--- config.mk ---
export PLATFORM = sky130hd
export DESIGN_NAME = lbds_div
export DESIGN_NICKNAME = d
export VERILOG_FILES = /design/src/sv/lbds_pkg.sv /design/src/sv/lbds_div.sv
export SDC_FILE = /design/constraint.sdc
export NUM_CORES = 1
export LEC_CHECK = 0
export ABC_AREA = 1
export BUFFER_PORTS_ARGS = -buffer_cell sky130_fd_sc_hd__buf_2
export CAP_MARGIN = 25
export CORE_MARGIN = 5
export CORE_UTILIZATION = 59
export DETAILED_ROUTE_END_ITERATION = 8
export PLACE_DENSITY = 0.85
export RECOVER_POWER = 25
export SETUP_SLACK_MARGIN = 0.3
export SYNTH_ARGS = -nofsm -noshare
export SYNTH_HDL_FRONTEND = slang
export SYNTH_SLANG_ARGS = --single-unit
--- constraint.sdc ---
create_clock -name clk_i -period 3.76 [get_ports clk_i]
set_input_delay 0.376 -clock clk_i [delete_from_list [all_inputs] [get_ports clk_i]]
set_output_delay 0.376 -clock clk_i [all_outputs]
set_load 0.02 [all_outputs]
--- src/sv/lbds_pkg.sv ---
// Shared types, constants and helper functions for the bouncing-dot scanner.
// No dependencies; the files that use it refer to this package by scoped names.
`default_nettype none

package lbds_pkg;

  // Pixel store geometry
  localparam int MAX_PIXELS = 256;
  localparam int ADDR_W     = $clog2(MAX_PIXELS);
  localparam int LEN_W      = $clog2(MAX_PIXELS + 1);
  localparam int CMP_W      = (LEN_W > 9) ? LEN_W : 9;
  localparam int IX_W       = (LEN_W > 8) ? LEN_W : 8;
  localparam int POS_X_W    = (ADDR_W > 8) ? ADDR_W : 8;

  // Tail and arithmetic widths
  localparam int CH_W   = 8;
  localparam int PIX_W  = 3 * CH_W;
  localparam int TAIL_W = 6;
  localparam int TP_W   = ((ADDR_W > TAIL_W) ? ADDR_W : TAIL_W) + 2;

  localparam logic [CH_W-1:0]   FADE_SCALE   = 8'd215;
  localparam logic [CH_W-1:0]   FULL_SCALE   = 8'd255;
  localparam logic [TAIL_W-1:0] TAIL_DEFAULT = 6'd20;
  localparam logic [9:0]        SKIP_STEP    = 10'd254;

  // Configuration port
  localparam int CFG_IDX_W  = 3;
  localparam int CFG_DATA_W = 9;

  localparam logic [CFG_IDX_W-1:0] REG_COLOR_RED   = 3'd0;
  localparam logic [CFG_IDX_W-1:0] REG_COLOR_GREEN = 3'd1;
  localparam logic [CFG_IDX_W-1:0] REG_COLOR_BLUE  = 3'd2;
  localparam logic [CFG_IDX_W-1:0] REG_SPEED       = 3'd3;
  localparam logic [CFG_IDX_W-1:0] REG_INTENSITY   = 3'd4;
  localparam logic [CFG_IDX_W-1:0] REG_STRIP_LEN   = 3'd5;

  localparam logic [CH_W-1:0] RST_COLOR_RED   = 8'd255;
  localparam logic [CH_W-1:0] RST_COLOR_GREEN = 8'd0;
  localparam logic [CH_W-1:0] RST_COLOR_BLUE  = 8'd0;
  localparam logic [CH_W-1:0] RST_SPEED       = 8'd128;
  localparam logic [CH_W-1:0] RST_INTENSITY   = 8'd80;
  localparam logic [8:0]      RST_STRIP_LEN   = 9'd256;

  // Operation codes
  localparam logic OP_FRAME = 1'b0;
  localparam logic OP_READ  = 1'b1;

  typedef struct packed {
    logic              en;
    logic [ADDR_W-1:0] addr;
    logic [PIX_W-1:0]  data;
  } mem_wr_t;

  typedef struct packed {
    logic              busy;
    logic [CH_W-1:0]   quot;
    logic [TAIL_W-1:0] rem;
  } div_res_t;

  function automatic logic [CH_W-1:0] scale_channel(input logic [CH_W-1:0] c,
                                                    input logic [CH_W-1:0] s);
    logic [15:0] p;
    p = {8'b0, c} * ({8'b0, s} + 16'd1);
    return p[15:8];
  endfunction

  function automatic logic [PIX_W-1:0] scale_pixel(input logic [PIX_W-1:0] px,
                                                   input logic [CH_W-1:0]  s);
    return {scale_channel(px[23:16], s), scale_channel(px[15:8], s),
            scale_channel(px[7:0], s)};
  endfunction

  // frames per step: 4 - (3*(speed-1))/254, quotient found by compares
  function automatic logic [2:0] frame_skip(input logic [CH_W-1:0] spd);
    logic [9:0] x;
    logic [2:0] q;
    x = ({2'b00, spd} - 10'd1) * 10'd3;
    if (x >= 10'(3 * SKIP_STEP))      q = 3'd3;
    else if (x >= 10'(2 * SKIP_STEP)) q = 3'd2;
    else if (x >= SKIP_STEP)          q = 3'd1;
    else                              q = 3'd0;
    return (spd == 8'd0) ? 3'd4 : (3'd4 - q);
  endfunction

endpackage

`default_nettype wire

--- src/sv/lbds_div.sv ---
// Serial restoring divider: 255 / tail length, one quotient bit per cycle.
// Depends on lbds_pkg.
`default_nettype none

module lbds_div (
  input  wire logic                       clk_i,
  input  wire logic                       rst_ni,
  input  wire logic                       start_i,
  input  wire logic [lbds_pkg::TAIL_W-1:0] divisor_i,
  output lbds_pkg::div_res_t               res_o
);

  localparam int TW = lbds_pkg::TAIL_W;
  localparam int CW = lbds_pkg::CH_W;

  logic [CW-1:0]         acc_q, acc_d;
  logic [TW-1:0]         rem_q, rem_d;
  logic [TW-1:0]         dvs_q, dvs_d;
  logic [$clog2(CW)-1:0] cnt_q, cnt_d;
  logic                  busy_q, busy_d;

  logic [TW:0] sh;
  logic        ge;

  always_comb begin
    sh     = {rem_q, acc_q[CW-1]};
    ge     = (sh >= {1'b0, dvs_q});
    acc_d  = acc_q;
    rem_d  = rem_q;
    dvs_d  = dvs_q;
    cnt_d  = cnt_q;
    busy_d = busy_q;
    if (start_i) begin
      acc_d  = lbds_pkg::FULL_SCALE;
      rem_d  = '0;
      dvs_d  = divisor_i;
      cnt_d  = '0;
      busy_d = 1'b1;
    end else if (busy_q) begin
      // dividend bits shift out the top, quotient bits shift in at the bottom
      acc_d = {acc_q[CW-2:0], ge};
      rem_d = ge ? TW'(sh - {1'b0, dvs_q}) : sh[TW-1:0];
      cnt_d = cnt_q + 1'b1;
      if (cnt_q == ($clog2(CW))'(CW - 1)) begin
        busy_d = 1'b0;
      end
    end
  end

  always_ff @(posedge clk_i or negedge rst_ni) begin
    if (!rst_ni) begin
      acc_q  <= '0;
      rem_q  <= '0;
      dvs_q  <= '0;
      cnt_q  <= '0;
      busy_q <= 1'b0;
    end else begin
      acc_q  <= acc_d;
      rem_q  <= rem_d;
      dvs_q  <= dvs_d;
      cnt_q  <= cnt_d;
      busy_q <= busy_d;
    end
  end

  assign res_o.busy = busy_q;
  assign res_o.quot = acc_q;
  assign res_o.rem  = rem_q;

endmodule

`default_nettype wire

======== Word level (Yosys, flattened, before mapping) ========
Cells that the tools add are included.
word-level totals
  flip-flop bits (word level) ............. 24
  output and inout port bits .............. 15
  logic and storage cells ................. 20
cells by class
  $add $sub $neg .......................... 2
  magnitude comparators ................... 1
  eq/ne operators ......................... 1
  multiplexer cells ....................... 10
  reductions and logical operators ........ 1
operators with widths
  cell                                         count
  two-way mux 6 bit                            3
  two-way mux 8 bit                            2
  >= comparator 7 x 6 -> 1 bit                 1
  two-way mux 3 bit                            2
  subtractor 6 bit                             1
  adder 3 x 1 -> 3 bit, second input constant  1
  == test 3 bit, second input constant         1
  two-way mux 1 bit                            3
  nonzero test 2 bit                           1

======== Depth between registers and ports, before layout ========
Gate-level depths: netlist (run 1).
  depth in word-level cells ............... 4
  mapped depth ............................ 12

======== Worst setup path before layout (run 1) ========
OpenSTA, ideal clock, no wires.
  path kind ............................... register -> register
  start point ............................. reg rem_q[3]
  end point ............................... reg rem_q[5]
  data arrival time ....................... 1.501 ns
  data required time ...................... 3.643 ns
  setup slack ............................. 2.142 ns
  stages on the path, launching flop included .. 10
  path buffers ............................ 0
  period minus slack after synthesis ...... 1.618 ns
  cell sequence ........................... dfrtp_1 -> ha_1 -> nand2_1 -> nand2_2 -> nand2_1 -> nand2_1 -> a21oi_2 -> nand3_1 -> nand3_1 -> nand2_1
between the ends
  word-level cells in the longest chain between the ends .. 4
RTL lines
  element                                                                  RTL line                        source
  start, declared                                                          lbds_div.sv:17                  logic [TW-1:0] rem_q, rem_d;
  start signal, assigned                                                   lbds_div.sv:59                  rem_q <= rem_d;
  subtractor 6 bit / >= comparator 7 x 6 -> 1 bit (equally long branches)  lbds_div.sv:42, lbds_div.sv:27
  two-way mux 6 bit *                                                      lbds_div.sv:42                  rem_d = ge ? TW'(sh - {1'b0, dvs_q}) : sh[TW-1:0];
  two-way mux 6 bit *                                                      lbds_div.sv:39                  end else if (busy_q) begin
  two-way mux 6 bit *                                                      lbds_div.sv:33                  if (start_i) begin
Mark *: on every way between the ends. The rest lies on a longest branch, timed or not. The select of a mux whose other input is x is not followed.
A chain may end at the register's enable or synchronous reset.

======== Final worst setup path (run 1) ========
  start point ............................. reg rem_q[3]
  end point ............................... reg rem_q[4]
The elaborated chain is that of the path after synthesis.

==> results of run 1 <==
through the flow:
step | cell area (um2) | hold slack (ns) | total power [W] | setup slack (ns) | utilization [%]
global route | 1511 | 0.2744 | 0.001122 | 1.879 | 68.33
detailed placement | 1490 | 0.3769 | 0.0009287 | 2.063 | 67.36
finish | 1511 | 0.2681 | 0.001033 | 2.007 | 68.33
floorplan | 1373 | 0.08041 | 0.0007931 | 2.142 | -
CTS | 1513 | 0.02650 | 0.001037 | 2.031 | 68.38
global placement | 1490 | 0.3705 | 0.0009011 | 2.105 | 67.36
state kept, by name, summed over array words and instances (netlist names):
signal / flops
dvs_q: 6
rem_q: 6
cnt_q: 3
busy_q: 1
acc_q: 8
critical path: stages (launching register included):
cell	delay [ns]
dfrtp_1	0.43
ha_1	0.38
nand2_1	0.11
nand2_2	0.07
nand2_1	0.06
nand2_1	0.06
a21oi_2	0.25
nand3_1	0.13
nand3_1	0.11
nand2_1	0.06
final timing paths:
check                             startpoint        to  slack, ns  cells after the start
worst max-delay path                rem_q[3]  rem_q[4]       2.01                      9
worst min-delay path            divisor_i[3]  dvs_q[3]       0.27                      3
worst max register to register      rem_q[3]  rem_q[4]       2.01                      9
worst min register to register      cnt_q[0]  cnt_q[0]       0.49                      1
max in group asynchronous             rst_ni  rem_q[5]       2.75                      1
min in group asynchronous             rst_ni  acc_q[2]       0.28                      1
cell families after synthesis:
group / share of synthesized area, %
compound gates: 10.12
xor+xnor: 1.276
simple gates: 26.89
fa+ha+maj: 8.751
flops: 43.76
buf+inv: 9.207
cell usage after synthesis, types with 2 or more instances:
master     n  area [um2]
xnor2_1    2       17.52
a21oi_1    5       25.02
nand2_1   44       165.2
a21oi_2    2       17.52
nand2_4    2       22.52
inv_1     21       78.83
o21ai_1    4       20.02
buf_2      2       10.01
nand2_2    4       25.02
a22o_1     2       17.52
ha_1       8       100.1
dfrtp_1   24       600.6
inv_2      4       15.01
o21ai_0    9       45.04
nand3_1   13       65.06
nand3b_1   2       15.01
nor2_1     7       26.28
report_power, final:
part	switching [W]	internal (W)	total, W
sequential	0.0000501	0.000316	0.000366
clock	0.0000708	0.0000375	0.000108
combinational	0.000353	0.000206	0.000558
final cells by class:
class	count	area share, %
clock buffers	3	1.490
inverters	25	6.209
multi-input cells	111	42.72
flip-flops and latches	24	39.74
well taps	28	2.318
repair buffers	23	7.533
routing by layer:
layer  global-route usage, %  up-vias  part of all wire [%]
met4                   7.285        0                   1.6
met5                       0        -                     0
met3                   2.004        5                   4.8
li1                        -      567                     -
met1                   23.46      544                    42
met2                   33.55       36                    52
==> run summary, run 1 <==
CP Capture Type = register
N_diodes = 0
CTS tree = done
Die area = 3391 um2
Final weighted congestion in routability-driven placement = 0.8309
Input/output buffers = 23
Die W = 58.23 um
Worst Path Arrival = 1.97 ns
Max-slew violations = 0
Worst VDD drop = 0.4429 mV
Initial Util = 62.05%
Number of global-route vias before repair = 1178
Pwr Density = 683.6 nW/um2
P_leak = 0.8195 nW
Slew HR = 18.36%
Area Growth Syn to Fin = 10.12%
Post-DP HPWL = 2224 um
Via/cell ratio = 5.383
# placed instances = 211
DRT antenna net count = 0
Maximum root-to-sink buffer count = 2
FF+latch count, synth = 24
Max_cap viols = 0
H-tree Lvls = 1
Global route overflow = 0
I/O pins = 24
Fin cells = 214
Critical Path RT = 3.97 ns
Drt wl/cell = 13.25 um
First-pass GRT wire length = 5057 um
Average size of a mapped cell = 8.319 um2
Synth Flop Type = dfrtp_1
Die Ht = 58.23 um
Final Skew = 0.0007007 ns
Root buf cell = clkbuf_4
Fin crit period = 1.753 ns
Most frequent cells in the layout = 44 x nand2_1, 24 x dfrtp_1, 22 x buf_2, 21 x inv_1, 13 x nand3_1
Asr flop ratio synth = 100.0%
Layout cells sized above 1 = 21.51%
Row count = 17
Largest net degree at the start of global routing = 25
Post-CTS sizing = 0
Postcts setup bufs = 0
Num CTS Buffers = 3
Core area = 2212 um2
Startpoint Class = register
Status = finished clean
Register area share after synthesis = 43.76%
Netlist cell types = 27
Register area = 600.6 um2
Multi-input logic area = 645.6 um2
CTS Hold Bufs = 0
Fin crit share = 46.61%
Worst-path fanout max = 6
Final hold vios = 0
Crit Path Class = reg -> reg
RSZ-0062 raised after global routing = false
Initial DRC Count = 39
Initial antenna violation count = 0
Hold Crit Class = in -> reg
Setup violations, final = 0
Total GRT Usage = 18.92%
YS warnings = 0
Synthesized cell area = 1373 um2
Syn Inst Count = 165
Final nets = 206
Layout fillers = 189
Clock latency on the worst-skew pair = 0.31 ns
Vias = 1152
Most common cell after layout, fill and taps aside = nand2_1
First-pass DRT Iterations = 4
Worst-path clk slew = 0.11 ns
CTS sink cnt = 24
EDFF count, synth = 0
Setup TNS = 0 ns
Residual DRC = 0
Worst Tran Pin Value = 1.225 ns
F_max = 570.6 MHz
Final WL = 2836 um
Post-Syn Nets = 183
Note: power is estimated with default switching activity, not from simulation.
==> inputs of run 2 (changes only) <==
- CORE_UTILIZATION: 59 -> 55
- PLACE_DENSITY: 0.85 -> 0.81
- clock period: 3.76 -> 1.65 ns (I/O delays scaled with it)
==> run 2 against run 1 <==
- utilization is 5.4 points higher
- cell count increased by 8.4%
- combinational power rose to 3.0 times the previous value
- setup slack got worse by 1.9 ns
- sequential share of layout area fell by 5.9 points
- worst hold slack got worse by 0.23 ns
- wire length up 17%
- via count is 6.7% higher
- die area rose by 6.0%
- global-route usage grew 1.9 points
- largest power group unchanged
- highest routed layer unchanged
==> run summary, run 2 (synthesis gave the netlist of run 1 again) <==
Startpoint Class = register
First-pass GRT wire length = 5526 um
Initial DRC Count = 47
Maximum root-to-sink buffer count = 2
Fin crit period = 1.554 ns
Largest registers = acc_q x8, dvs_q x6, rem_q x6
Final hold slack = 0.03690 ns
Pint = 0.001586 W
Worst-path fanout max = 6
Final WL = 3325 um
Layout cells sized above 1 = 41.09%
Worst Path Arrival = 1.78 ns
Pwr Density = 1596 nW/um2
Die W = 59.96 um
F_max = 643.7 MHz
Crit Path Class = reg -> reg
Max_cap viols = 0
Critical Path Max Stage Delay = 0.45 ns
Worst Tran Pin Value = 0.5924 ns
Via/cell ratio = 5.297
Clock power frac = 11.1%
Most frequent cells in the layout = 38 x nand2_1, 22 x buf_2, 19 x dfrtp_1, 17 x inv_1, 14 x buf_4
Initial Util = 56.43%
Most Crowded Layer GR = met2
Setup violations, final = 0
Worst VDD drop = 1.167 mV
Number of global-route vias before repair = 1257
P_leak = 0.9112 nW
CP Capture Type = register
Slowest stage cell, crit path = dfrtp_2
Reg with most FFs = acc_q
Initial antenna violation count = 0
Comb pwr share = 58.9%
Row count = 18
Global route overflow = 0
Most common cell after layout, fill and taps aside = nand2_1
Final hold vios = 0
Switching pwr = 0.001277 W
H-tree Lvls = 1
Slew HR = 60.51%
I/O pins = 24
Total GRT Usage = 20.77%
Max-slew violations = 0
Final weighted congestion in routability-driven placement = 0.8613
Root buf cell = clkbuf_4
Die Ht = 59.96 um
Worst-path clk slew = 0.13 ns
Final nets = 221
Vias = 1229
Residual DRC = 0
Met2 usage = 36.73%
RSZ-0062 raised after global routing = true
Die area = 3595 um2
Area Growth Syn to Fin = 30.72%
Max FFs per register = 8
Fin crit share = 94.15%
Input/output buffers = 23
Status = finished clean
CTS tree = done
Hold Crit Class = in -> reg
CTS sink cnt = 24
Critical Path RT = 1.88 ns
Post-DP HPWL = 2295 um
Global Route met1 Usage = 25.20%
Drt wl/cell = 14.33 um
Clock latency on the worst-skew pair = 0.33 ns
DRT antenna net count = 0
Sw Ratio = 44.61%
Met3 usage = 1.944%
Num CTS Buffers = 3
Largest net degree at the start of global routing = 25
Final Skew = 0.008592 ns
Core area = 2432 um2
N_diodes = 0
Setup TNS = 0 ns
Worst-path cell chain = ha_4, nand2_4, nand2_4, nand2_2, nand2_2, a21oi_4, nand3b_1, nand3_1, nand2_1
Flop pwr share = 30.0%
First-pass DRT Iterations = 4
==> run 2: cell count changes in the layout (fill, tap and decap cells not counted), sizes merged <==
cell,before,now
clkbuf,4,5
dlygate4sd3,0,1
buf,22,36
==> run 2: power by group through the flow <==
| stage | Sequential, W | Combinational, W | Clock, W |
|---|---|---|---|
| CTS | 0.000853 | 0.00155 | 0.000326 |
| global placement | 0.000875 | 0.00131 | 0 |
| floorplan | 0.000969 | 0.000947 | 0 |
| detailed placement | 0.000883 | 0.00135 | 0 |
| global route | 0.000875 | 0.00185 | 0.000350 |
| finish | 0.000858 | 0.00169 | 0.000319 |
==> run 2: stage by stage <==
step	cell area, um2	utilization [%]	worst slack (ns)	cells	power [W]
floorplan	1455	-	0.1438	165	0.001916
global placement	1613	66.31	0.1270	218	0.002180
detailed placement	1613	66.31	0.09276	218	0.002235
CTS	1742	71.60	0.1359	229	0.002726
global route	1794	73.77	0.02938	232	0.003078
finish	1794	73.77	0.09650	232	0.002863
==> run 2: metal layers <==
layer | part of all wire [%] | routed length [um]
met1 | 41 | 1378
met2 | 52 | 1742
met3 | 3.5 | 116
met4 | 2.7 | 89
met5 | 0 | 0
==> run 2: final cells by class <==
type	instances	area, um2
multi-input cells	111	787.0
fillers	191	638.1
flip-flops and latches	24	606.8
repair buffers	38	230.2
inverters	25	96.34
well taps	30	37.54
clock buffers	4	36.28
==> run 2: repair_timing <==
| item | in CTS | in global routing |
|---|---|---|
| hold endpoints to repair | 24 | 0 |
| endpoints found under the setup margin | 7 | 7 |
| pin swaps | 8 | 10 |
| hold buffers | 1 | 0 |
| gates resized for setup | 11 | 9 |
| buffers inserted | 6 | 3 |
==> run 2: path summary, 6_finish.rpt <==
path	depth (start not counted)	slack [ns]	to	startpoint
worst max-delay path	9	0.1	rem_q[2]	rem_q[3]
min in group asynchronous	2	0.35	dvs_q[5]	rst_ni
worst min register to register	1	0.49	cnt_q[0]	cnt_q[0]
max in group asynchronous	2	0.88	rem_q[1]	rst_ni
worst max register to register	9	0.1	rem_q[2]	rem_q[3]
worst min-delay path	3	0.04	dvs_q[5]	divisor_i[5]
==> run 2: worst max-delay path, delay by kind of cell, from the launching register on <==
kind / cells / cell delay (ns)
AOI/OAI and AO/OA: 1 / 0.20
and+or+nand+nor: 7 / 0.51
adders and majority gates: 1 / 0.28
DFF: 1 / 0.45
==> inputs of run 3 (changes only) <==
- ABC_AREA: 1 -> unset
- CORE_UTILIZATION: 55 -> 54
- PLACE_DENSITY: 0.81 -> 0.8
==> run 3 against run 2 <==
- sequential share of layout area is 1.6 points lower
- highest routed layer unchanged
- largest power group unchanged
- setup slack got worse by 0.33 ns
- die area decreased by 1.0%
- critical path type unchanged
- worst hold slack better by 0.0096 ns
- the flow now finishes with violations (setup timing)
- sequential cell count stayed put
- combinational power decreased by 4%
- sequential power down 9.8%
- utilization is 4.5 points higher
- critical endpoint is now rem_q[5]
- first-iteration DRC count fell by 36%
==> run summary, run 3 <==
Residual DRC = 0
Final Skew = 0.009695 ns
Status = finished with violations
Die Ht = 59.65 um
CP delay by family, top = compound AO/OA/AOI/OAI gates
Synth top area share = 45.11%
Number of global-route vias before repair = 1203
DP Worst Slack = -0.2415 ns
RSZ-0062 raised after global routing = true
Maximum root-to-sink buffer count = 2
Register area share after synthesis = 45.11%
Worst-path fanout max = 4
P_leak = 0.9026 nW
Global route overflow = 0
Worst Path Arrival = 2.11 ns
Post-DP Area = 1714 um2
Row count = 18
Crit Path Class = reg -> reg
Metal-1 WL = 1444 um
Max-slew violations = 0
Num CTS Buffers = 3
Setup TNS = -0.9853 ns
Final Cell Area = 1886 um2
Startpoint Class = register
Max_cap viols = 0
Post-Syn Nets = 146
Initial DRC Count = 30
Simple-gate share of the synthesized area = 12.41%
Core area = 2410 um2
Cell taking the most area after synthesis = dfrtp_1
Syn Inst Count = 128
Post-DP HPWL = 2265 um
CTS tree = done
Top cells by count, synth = 24 x dfrtp_1, 16 x nand2_1, 11 x mux2i_1, 9 x nor2_1
Failing checks = setup timing
Synth Flop Type = dfrtp_1
Netlist cell types = 36
Critical Path Max Stage Delay = 0.43 ns
Via/cell ratio = 5.550
Worst Tran Pin Value = 0.5994 ns
Hold Crit Class = in -> reg
Area Growth Syn to Fin = 41.64%
Layout cells sized above 1 = 51.96%
Die W = 59.65 um
H-tree Lvls = 1
WL met3 = 90 um
Main combinational cell family by area after synthesis = compound AO/OA/AOI/OAI gates
F_max = 532.0 MHz
Root buf cell = clkbuf_4
Post-synthesis mux area share = 9.117%
Average size of a mapped cell = 10.40 um2
N_diodes = 0
Worst-path clk slew = 0.15 ns
Count leader, synth = dfrtp_1
Synth Area in Compound Gates = 16.07%
Total GRT Usage = 19.97%
Final hold vios = 0
YS warnings = 0
CTS sink cnt = 24
Worst VDD drop = 1.163 mV
CP bufs+invs = 1
Clock latency on the worst-skew pair = 0.32 ns
CP Capture Type = register
Most frequent cells in the layout = 25 x buf_4, 22 x buf_2, 19 x dfrtp_1, 15 x nand2_1, 11 x mux2i_1
First-pass GRT wire length = 5382 um
Most common cell after layout, fill and taps aside = buf_4
Synthesized cell area = 1331 um2
Slew HR = 60.04%
Post-Synth Adder-Cell Area = 9.023%
Reg with most FFs = acc_q
Critical Path RT = 1.88 ns
Largest net degree at the start of global routing = 25
Fin util = 78.25%
Final weighted congestion in routability-driven placement = 0.8126
Setup violations, final = 7
Die area = 3558 um2
Worst setup margin = -0.2296 ns
Input/output buffers = 23
Largest registers = acc_q x8, dvs_q x6, rem_q x6
Fin crit share = 113.9%
Worst-path cell chain = inv_2, ha_4, o21ai_2, a21oi_2, or4_1, a31o_1, a311oi_2
Pwr Density = 1446 nW/um2
Fin crit period = 1.880 ns
Drt wl/cell = 15.89 um
Highest Signal Layer = met4
I/O pins = 24
Asr flop ratio synth = 100.0%
Vias = 1160
EDFF count, synth = 0
Final WL = 3321 um
Initial antenna violation count = 0
Final nets = 198
FF+latch count, synth = 24
Met2 WL = 1767 um
Most area-consuming cells after synthesis = dfrtp_1 45%, mux2i_1 8.3%, ha_1 7.5%
DRT antenna net count = 0
First-pass DRT Iterations = 4
Initial Util = 55.24%
Max FFs per register = 8
Slowest stage cell, crit path = or4_1
Synth Area in XOR/XNOR = 2.632%
-- run 3: changes by cell type after synthesis, moves of 3 or more --
cell | previous run | this run
a211oi_1 | 0 | 3
nand2_1 | 44 | 16
nand2_2 | 4 | 0
o21ai_0 | 9 | 1
inv_1 | 21 | 8
mux2i_1 | 0 | 11
buf_1 | 0 | 3
nand3_1 | 13 | 1
-- run 3: final cells by class --
class                      instances  area, um2
fill                             153      524.3
inverter                          10      37.54
multi-input combinational         88      817.0
tap                               30      37.54
timing repair buffer              53      350.3
sequential                        24      606.8
clock buffer                       4      36.28
-- run 3: metrics by stage --
stage / power, W / cells / hold WS, ns
after floorplan: 0.001628 / 128 / -0.1306
after global placement: 0.002009 / 198 / 0.1763
after detailed placement: 0.002070 / 198 / 0.1819
after CTS: 0.002647 / 207 / 0.04961
after global routing: 0.002882 / 209 / 0.04427
final: 0.002726 / 209 / 0.04648
-- run 3: where the power goes --
part	total [W]	internal, W	switching, W
combinational	0.00163	0.000814	0.000819
clock	0.000320	0.000135	0.000185
sequential	0.000774	0.000687	0.0000870
total	0.00273	0.00164	0.00109
-- run 3: path summary, 6_finish.rpt --
kind | cells past startpoint | slack (ns) | end | start
worst max-delay path | 7 | -0.23 | rem_q[5] | dvs_q[2]
worst min-delay path | 3 | 0.05 | dvs_q[3] | divisor_i[3]
worst max register to register | 7 | -0.23 | rem_q[5] | dvs_q[2]
worst min register to register | 2 | 0.53 | acc_q[5] | acc_q[5]
max in group asynchronous | 2 | 0.84 | acc_q[7] | rst_ni
min in group asynchronous | 2 | 0.38 | rem_q[5] | rst_ni
-- run 3: worst reg2reg max path: stages (launching register included) --
cell and delay [ns]:
dfrtp_1 0.40, inv_2 0.08, ha_4 0.23, o21ai_2 0.14
a21oi_2 0.07, or4_1 0.43, a31o_1 0.21, a311oi_2 0.25
-- run 3: cells by family (layout without fill, tap and decap cells) --
group,count (synthesis),count (layout)
adder cells (fa/ha/maj),9,9
multiplexers,12,12
AO/OA/AOI/OAI,27,28
XOR/XNOR,4,4
buffers and inverters,17,67
AND/OR/NAND/NOR,35,35
flip-flops,24,24
-- run 3: per-layer routing --
| metal | track usage [%] | vias up |
|---|---|---|
| li1 | - | 555 |
| met2 | 34.72 | 17 |
| met1 | 25.91 | 586 |
| met5 | 0 | - |
| met3 | 2.160 | 2 |
| met4 | 6.329 | 0 |
-- run 3: repair_timing --
item,CTS,global route
endpoints found under the setup margin,8,8
buffers inserted,3,2
gates cloned,1,0
hold buffers,1,0
gates resized for setup,13,4
pin swaps,15,6
endpoints found under the hold margin,24,0
